## config.mk

```make
export PLATFORM = sky130hd
export DESIGN_NAME = gtr_color_conv
export DESIGN_NICKNAME = d
export VERILOG_FILES = /design/src/gtr_pkg.sv /design/src/gtr_color_conv.sv
export SDC_FILE = /design/constraint.sdc
export NUM_CORES = 1
export LEC_CHECK = 0
export ABC_AREA = 1
export BUFFER_PORTS_ARGS = -buffer_cell sky130_fd_sc_hd__buf_2
export CAP_MARGIN = 20
export CELL_PAD_IN_SITES_DETAIL_PLACEMENT = 0
export CELL_PAD_IN_SITES_GLOBAL_PLACEMENT = 1
export CORE_MARGIN = 3
export CORE_UTILIZATION = 48
export DETAILED_ROUTE_END_ITERATION = 7
export PLACE_DENSITY_LB_ADDON = 0.1
export SLEW_MARGIN = 25
export SYNTH_ARGS = -nofsm -noshare
export SYNTH_HDL_FRONTEND = slang
export SYNTH_SLANG_ARGS = --single-unit
```

## constraint.sdc

```tcl
create_clock -name vclk -period 12.3
set_input_delay 3.69 -clock vclk [all_inputs]
set_output_delay 3.69 -clock vclk [all_outputs]
set_load 0.01 [all_outputs]
```

## src/gtr_pkg.sv

```systemverilog
package gtr_pkg;

  localparam int STORE_AW    = 12;
  localparam int STORE_DEPTH = 1 << STORE_AW;

  localparam int IN_TDATA_W  = 80;
  localparam int OUT_TDATA_W = 56;
  localparam int CFG_IDX_W   = 1;
  localparam int CFG_DATA_W  = 7;
  localparam int COL_W       = 7;
  localparam int ROW_W       = 6;
  localparam int XY_W        = 10;
  localparam int FIFO_W      = 16;
  localparam int FIFO_CNT_W  = 5;

  localparam logic [COL_W-1:0] COLUMNS_RST = 7'd79;
  localparam logic [ROW_W-1:0] ROWS_RST    = 6'd28;

  localparam logic [CFG_IDX_W-1:0] CFG_COLUMNS = 1'd0;
  localparam logic [CFG_IDX_W-1:0] CFG_ROWS    = 1'd1;

  localparam logic OP_DRAW = 1'b0;
  localparam logic OP_LOAD = 1'b1;

  localparam logic [7:0] CHAR_NL = 8'd10;
  localparam logic [7:0] CHAR_CR = 8'd13;

  // Q8 color coefficients
  localparam logic [15:0] Y_R   = 16'd66;
  localparam logic [15:0] Y_G   = 16'd129;
  localparam logic [15:0] Y_B   = 16'd25;
  localparam logic [15:0] CB_R  = 16'd38;
  localparam logic [15:0] CB_G  = 16'd74;
  localparam logic [15:0] CB_B  = 16'd112;
  localparam logic [15:0] CR_R  = 16'd112;
  localparam logic [15:0] CR_G  = 16'd94;
  localparam logic [15:0] CR_B  = 16'd18;
  localparam logic [7:0]  Y_OFS = 8'd16;
  localparam logic [15:0] C_BIAS = 16'd32768;

  typedef enum logic [1:0] {
    ST_IDLE,
    ST_NORM,
    ST_COLOR,
    ST_RUN
  } gtr_state_t;

  typedef struct packed {
    logic [7:0] y;
    logic [7:0] cb;
    logic [7:0] cr;
  } gtr_ycc_t;

  typedef struct packed {
    logic [FIFO_CNT_W-1:0] cnt;
    logic [1:0]            head;
  } gtr_fifo_stat_t;

endpackage

```

## src/gtr_color_conv.sv

```systemverilog
module gtr_color_conv (
  input  logic [23:0]       rgb,
  output gtr_pkg::gtr_ycc_t ycc
);
  import gtr_pkg::*;

  logic [15:0] r, g, b;
  logic [15:0] y_sum, cb_sum, cr_sum;

  assign r = 16'(rgb[23:16]);
  assign g = 16'(rgb[15:8]);
  assign b = 16'(rgb[7:0]);

  // Chroma sums stay within 0..65535 with the bias, so 16-bit wrap is exact.
  assign y_sum  = r * Y_R + g * Y_G + b * Y_B;
  assign cb_sum = C_BIAS + b * CB_B - r * CB_R - g * CB_G;
  assign cr_sum = C_BIAS + r * CR_R - g * CR_G - b * CR_B;

  assign ycc.y  = y_sum[15:8] + Y_OFS;
  assign ycc.cb = cb_sum[15:8];
  assign ycc.cr = cr_sum[15:8];

endmodule

```

==> flow_metrics.env <==
export IMPL_yosysUniqueCellTypes=23
export IMPL_seq_area_frac_synth_pct=0
export IMPL_fillers=1564
export IMPL_antenna_found_initial=1
export IMPL_placeableCoreArea_um2=14800
export IMPL_drive_above_1_share_pct=6.37
export IMPL_clockBufferCount=0
export IMPL_drc=0
export IMPL_vias=6096
export IMPL_wl_mm=17.0
export IMPL_diodes=0
export IMPL_syn_nets=1278
export IMPL_grt_max_degree=12
export IMPL_layout_area_seq_um2=0
export IMPL_die_x_um=130
export IMPL_yosys_warnings=0
export IMPL_crit_fanout=8
export IMPL_fp_dieH_um=130
export IMPL_place_ws_ps=155
export IMPL_yosys_area_top_type="ha_1"
export IMPL_syn_inst=982
export IMPL_rows=44
export IMPL_grt_first_pass_wirelength_mm=28.9
export IMPL_critPathRequiredTime_ps=8610
export IMPL_cts_resized=0
export IMPL_nets=1334
export IMPL_layout_common_cells="inv_1, ha_1, nand2_1"
export IMPL_dieArea_um2=16800
export IMPL_synth_area_um2=7340
export IMPL_cts_hold_buf=0
export IMPL_dpl_hpwl_mm=15.5
export IMPL_relSlewSlack_pct=74.2
export IMPL_ant_nets=0
export IMPL_synth_top_cell_area_share_pct=31.6
export IMPL_post_route_period_util_pct=97.5
export IMPL_synth_area_leaders="ha_1, fa_1, inv_1, nand2_1, a21oi_1"
export IMPL_avgSynthCellArea_um2=7.47
export IMPL_boundaryPins=48
export IMPL_avgViaCountPerCell=5.00
export IMPL_startpoint_type="input pin"
export IMPL_track_usage_pct=21.1
export IMPL_multi_input_area_um2=6460
export IMPL_finalSetupViolCount=0
export IMPL_first_pass_iters=4
export IMPL_max_slew_worst_pin_slew_ps=384
export IMPL_initial_core_util_pct=49.7
export IMPL_design_seq_count=0
export IMPL_cap_violations=0
export IMPL_path_class="in2out"
export IMPL_critPathArrivalTime_ps=8310
export IMPL_cp_end_kind="output pin"
export IMPL_setup_ws_ps=303
export IMPL_grt_pass1_vias=5900
export IMPL_drv_slew=0
export IMPL_drt_iter0_markers=296
export IMPL_post_drt_wl_per_cell_um=14.0
export IMPL_grt_ovfl_total=0
export IMPL_post_cts_setup_buffers=0
export IMPL_port_buffers=48
export IMPL_hold_viol=0
export IMPL_whs_ps=8190
export IMPL_status="complete, no violations"
export IMPL_finalCriticalPeriod_ps=12000
export IMPL_max_freq_ghz=0.0834
export IMPL_area_growth_pct=7.71
export IMPL_final_common_cell="inv_1"
export IMPL_gp_congestion=0.894
export IMPL_min_path_type="in2out"
[logic make-up after synthesis]
family	Yosys count	share of synthesized area, %
XOR/XNOR	62	7.40
AO/OA/AOI/OAI	116	8.46
adder cells (fa/ha/maj)	272	55.3
AND/OR/NAND/NOR	285	16.2
buffers and inverters	247	12.6
[critical path, cell delays in order]
cell,delay [ps]
clkbuf_4,180
fa_1,480
fa_1,490
inv_1,50
fa_1,520
inv_1,40
ha_1,360
a21oi_2,210
o21ai_2,90
a21oi_2,170
nor2_1,60
nor2_1,110
xor2_1,110
fa_1,540
inv_1,40
ha_1,340
inv_1,80
o21bai_1,190
nand3_1,90
nand2_1,70
a21oi_1,40
nand2_1,90
xor2_1,130
buf_2,140
[layout make-up]
cell class | instances | share of cell area (%)
timing repair buffer | 54 | 3.64
multi-input combinational | 735 | 81.7
inverter | 247 | 11.7
tap | 184 | 2.91
[path summary, 6_finish.rpt]
kind | startpoint | endpoint | slack, ps | cells after the start
max | rgb[13] | ycc[7] | 300 | 24
min | rgb[15] | ycc[23] | 8190 | 8
[synth_stat cells]
master / number
inv_1: 247
ha_1: 185
nand2_1: 159
fa_1: 87
a21oi_1: 78
nor2_1: 57
nand3_1: 43
xor2_1: 40
xnor2_1: 22
o21ai_0: 17
nand4_1: 13
o21bai_1: 6
nor3_1: 5
a21o_1: 4
o21ai_1: 4
a31oi_1: 3
nand2_2: 3
o211ai_1: 3
and2_1: 2
nand3b_1: 1
nor3_2: 1
nor3b_1: 1
o311ai_0: 1
[layer usage]
| metal | part of all wire (%) | track usage, % | up-vias |
|---|---|---|---|
| met1 | 50 | 31.6 | 2789 |
| met3 | 3.8 | 1.36 | 14 |
| met5 | 0.12 | 0 | - |
| li1 | - | - | 3208 |
| met4 | 1.1 | 1.71 | 2 |
| met2 | 45 | 35.1 | 83 |
[stage by stage]
stage	cells	area (um^2)	utilization, %	TNS (ps)
2_1_floorplan	982	7340	-	0
3_3_place_gp	1220	7850	53.2	0
3_5_place_dp	1220	7850	53.2	0
4_1_cts	1220	7850	53.2	0
5_1_grt	1220	7900	53.6	-10.0
6_report	1220	7900	53.6	0
Power is not shown: default switching activity piles up to over one toggle a cycle in this logic, so the estimate is an artifact.
