--- config.mk ---
export PLATFORM = sky130hd
export DESIGN_NAME = gtr_bit_fifo
export DESIGN_NICKNAME = d
export VERILOG_FILES = /design/src/gtr_pkg.sv /design/src/gtr_bit_fifo.sv
export SDC_FILE = /design/constraint.sdc
export NUM_CORES = 1
export LEC_CHECK = 0
export ABC_CLOCK_PERIOD_IN_PS = 2860
export BUFFER_PORTS_ARGS = -buffer_cell sky130_fd_sc_hd__buf_2
export CORE_ASPECT_RATIO = 0.8
export CORE_MARGIN = 4
export CORE_UTILIZATION = 57
export DETAILED_ROUTE_END_ITERATION = 6
export HOLD_SLACK_MARGIN = 0.12
export PLACE_DENSITY = 0.89
export SLEW_MARGIN = 0
export SYNTH_ARGS = -nofsm -noshare
export SYNTH_HDL_FRONTEND = slang
export SYNTH_SLANG_ARGS = --single-unit
--- constraint.sdc ---
create_clock -name clk -period 2.86 [get_ports clk]
set_input_delay 0.572 -clock clk [delete_from_list [all_inputs] [get_ports clk]]
set_output_delay 0.572 -clock clk [all_outputs]
set_load 0.03 [all_outputs]
--- src/gtr_pkg.sv ---
package gtr_pkg;

  localparam int STORE_AW    = 12;
  localparam int STORE_DEPTH = 1 << STORE_AW;

  localparam int IN_TDATA_W  = 80;
  localparam int OUT_TDATA_W = 56;
  localparam int CFG_IDX_W   = 1;
  localparam int CFG_DATA_W  = 7;
  localparam int COL_W       = 7;
  localparam int ROW_W       = 6;
  localparam int XY_W        = 10;
  localparam int FIFO_W      = 16;
  localparam int FIFO_CNT_W  = 5;

  localparam logic [COL_W-1:0] COLUMNS_RST = 7'd79;
  localparam logic [ROW_W-1:0] ROWS_RST    = 6'd28;

  localparam logic [CFG_IDX_W-1:0] CFG_COLUMNS = 1'd0;
  localparam logic [CFG_IDX_W-1:0] CFG_ROWS    = 1'd1;

  localparam logic OP_DRAW = 1'b0;
  localparam logic OP_LOAD = 1'b1;

  localparam logic [7:0] CHAR_NL = 8'd10;
  localparam logic [7:0] CHAR_CR = 8'd13;

  // Q8 color coefficients
  localparam logic [15:0] Y_R   = 16'd66;
  localparam logic [15:0] Y_G   = 16'd129;
  localparam logic [15:0] Y_B   = 16'd25;
  localparam logic [15:0] CB_R  = 16'd38;
  localparam logic [15:0] CB_G  = 16'd74;
  localparam logic [15:0] CB_B  = 16'd112;
  localparam logic [15:0] CR_R  = 16'd112;
  localparam logic [15:0] CR_G  = 16'd94;
  localparam logic [15:0] CR_B  = 16'd18;
  localparam logic [7:0]  Y_OFS = 8'd16;
  localparam logic [15:0] C_BIAS = 16'd32768;

  typedef enum logic [1:0] {
    ST_IDLE,
    ST_NORM,
    ST_COLOR,
    ST_RUN
  } gtr_state_t;

  typedef struct packed {
    logic [7:0] y;
    logic [7:0] cb;
    logic [7:0] cr;
  } gtr_ycc_t;

  typedef struct packed {
    logic [FIFO_CNT_W-1:0] cnt;
    logic [1:0]            head;
  } gtr_fifo_stat_t;

endpackage

--- src/gtr_bit_fifo.sv ---
module gtr_bit_fifo (
  input  logic                    clk,
  input  logic                    rst_n,
  input  logic                    clear,
  input  logic                    push,
  input  logic [7:0]              push_byte,
  input  logic                    pop,
  input  logic                    pop_two,
  output gtr_pkg::gtr_fifo_stat_t stat
);
  import gtr_pkg::*;

  logic [FIFO_W-1:0]     bits_r, bits_nxt;
  logic [FIFO_CNT_W-1:0] cnt_r, cnt_nxt;
  logic [FIFO_CNT_W-1:0] rem;
  logic [FIFO_W-1:0]     shifted;

  // Bits sit MSB-aligned; the next pixel is always the top bit.
  always_comb begin
    rem     = cnt_r;
    shifted = bits_r;
    if (pop) begin
      if (pop_two) begin
        rem     = cnt_r - FIFO_CNT_W'(2);
        shifted = bits_r << 2;
      end else begin
        rem     = cnt_r - FIFO_CNT_W'(1);
        shifted = bits_r << 1;
      end
    end
    bits_nxt = shifted;
    cnt_nxt  = rem;
    if (push) begin
      bits_nxt = shifted | ({push_byte, 8'h00} >> rem);
      cnt_nxt  = rem + FIFO_CNT_W'(8);
    end
    if (clear) begin
      bits_nxt = '0;
      cnt_nxt  = '0;
    end
  end

  always_ff @(posedge clk) begin
    if (!rst_n) begin
      cnt_r <= '0;
    end else begin
      cnt_r <= cnt_nxt;
    end
  end

  always_ff @(posedge clk) begin
    bits_r <= bits_nxt;
  end

  assign stat.cnt  = cnt_r;
  assign stat.head = bits_r[FIFO_W-1 -: 2];

endmodule

==> results.md <==
- Period utilisation layout: 84.12%
- Netlist cell types: 44
- Synth async-reset ratio: 0%
- First-pass GRT wire length: 6.423 mm
- Worst r2r src: cnt_r[1]$_SDFF_PP0_
- Syn Area/Cell: 8.473 um2
- Post_cts resized: 0
- Final Hold Fails: 0
- GRT overflow: 0
- Routed Antenna Nets: 0
- Largest cells by area after synthesis: dfxtp_1, mux2i_1, a21oi_1
- Initial antenna violation count: 0
- Area of the mapped netlist: 0.001635 mm2
- Final nets: 226
- Vias: 1518
- Max Clock Freq: 415.6 MHz
- Post CTS Setup Buffer Count: 0
- Number of synthesized register bits: 21
- CTS tree: yes
- CORE AREA: 0.002744 mm2
- Vias in the first global route: 1378
- MaxCap Viol Count: 0
- Mapped Cells: 193
- Die Span Y: 55.91 um
- Worst slew pin tran: 0.7133 ns
- Rows: 17
- Hold crit path type: flop to flop
- Die area: 0.003795 mm2
- IO Count: 21
- CP Launch Point: cnt_r[1]$_SDFF_PP0_
- Synth-to-Final Area Change: 7.575%
- Antenna diode count: 0
- Most frequent cells after synthesis: mux2i_1, nor2_1, dfxtp_1
- Final TNS setup: 0 ns
- Worst VDD drop: 319.9 uV
- DRC: 0
- Hold buffer count at CTS: 0
- WS Path Type: flop to flop
- Routed len/inst: 15.60 um
- TritonRoute pass-1 iters: 4
- Fin crit period: 2.406 ns
- RSZ-0062 raised after global routing: false
- Worst skew pair latency: 0.30 ns
- Pin count of the biggest net entering global routing: 23
- Leakage: 0.7613 nW
- Initial DRC Count: 104
- Via density: 6.171
- Die width: 67.89 um
- Power per cell area: 450.5 mW/mm2
- Crit start category: flop
- EDFF count, synth: 0
- Main synth FF type: dfxtp_1
- Num CTS Buffers: 3
- IO Port Bufs: 20
- Critical Path RT: 3.07 ns
- Max-slew violation count: 0
- Most common cell in the netlist: mux2i_1
- GRT Util Overall: 21.48%
- Initial core utilization: 59.60%
- Max clock buf depth: 2
- Critical hold path startpoint: bits_r[0]$_SDFF_PP0_
- Root buffer cell: clkbuf_4
- GP Congestion: 0.9168
- CP arrival: 2.62 ns
- Setup Viol. Count Final: 0
- Yosys warnings: 0
- Clock transition at the registers of the reported paths: 0.12 ns
- Cell taking the most area after synthesis: dfxtp_1
- Worst slew margin: 52.11%
- Share of cells above drive strength 1: 18.75%
- Register area share after synthesis: 25.71%
- Status: finished, final reports clean
- Post-synthesis net count: 210
- Worst-path fanout max: 6
- Hpwl dp: 3.003 mm
- H-tree depth: 1
- WL final: 3.837 mm
- Clock Sinks: 21
- Worst Setup End Kind: flop
- Yosys top cell area share: 25.71%
- Layout Skew: 0.002747 ns
- Final hold slack: 0.5131 ns
-- per-layer routing --
metal	track usage [%]	up-vias	routed length (um)	share of wire (%)
met5	0	-	0	0
met1	31.94	681	1800	47
met4	6.799	0	27	0.70
li1	-	743	-	-
met3	6.667	4	381	9.9
met2	28.99	90	1627	42
-- critical path: stages, from the launching register on --
cell and delay (ns):
dfxtp_1 0.42, inv_1 0.10, ha_1 0.21, or2_0 0.20, a21oi_1 0.26, a311o_1 0.37, mux2i_1 0.35, mux2i_1 0.17
o41ai_1 0.24
-- worst paths after layout --
path / end / slack, ns / cells after the start
max reg2reg: bits_r[0]$_SDFF_PP0_ / 0.45 / 8
min reg2reg: bits_r[0]$_SDFF_PP0_ / 0.51 / 2
min: bits_r[0]$_SDFF_PP0_ / 0.51 / 2
max: bits_r[0]$_SDFF_PP0_ / 0.45 / 8
-- registers in the layout, summed over array words and instances, names as in the netlist --
name    count
cnt_r       5
bits_r     16
-- placed cells by master, fill, tap and decap left out, types with 4 or more instances in the layout --
master    Yosys  layout
nand2_1       6       6
mux2i_1      33      33
inv_1         7       7
dfxtp_1      21      21
nand3_1       5       5
o22ai_1       4       4
a21oi_1      20      20
buf_4         4       4
o21ai_0       5       5
nor2_1       26      26
nand2b_1      5       5
buf_2         2      20
-- cell families after synthesis --
| kind of cell | count (synthesis) | share of synthesized area (%) |
|---|---|---|
| buffers and inverters | 20 | 6.580 |
| multiplexers | 34 | 21.12 |
| adder cells (fa/ha/maj) | 3 | 2.296 |
| AO/OA/AOI/OAI | 55 | 24.94 |
| flip-flops | 21 | 25.71 |
| XOR/XNOR | 5 | 3.597 |
| AND/OR/NAND/NOR | 55 | 15.76 |
-- area by class of cell --
class	instances	area, um2
Clock buffer	3	22.52
Clock inverter	1	5.005
Fill cell	239	984.7
Inverter	7	26.28
Multi-Input combinational cell	152	1107
Sequential cell	21	420.4
Tap cell	38	47.55
Timing Repair Buffer	24	130.1
-- where the power goes --
part / total, W / internal [W] / switching (W)
Combinational: 0.000302 / 0.000121 / 0.000181
Clock: 0.000145 / 0.0000520 / 0.0000934
Sequential: 0.000345 / 0.000320 / 0.0000246
Total: 0.000793 / 0.000494 / 0.000299
-- through the flow --
step	setup WS (ns)	cells	instance area (um2)	util (%)	total power (W)
after floorplan	0.5029	193	1635	-	0.0005823
after global placement	0.2803	242	1732	63.11	0.0006390
final	0.4541	246	1759	64.11	0.0007925
after detailed placement	0.1820	242	1732	63.11	0.0006466
after global routing	0.2399	246	1759	64.11	0.0008431
after CTS	0.4886	246	1759	64.11	0.0007880
Power figures use the tool's default switching activity.
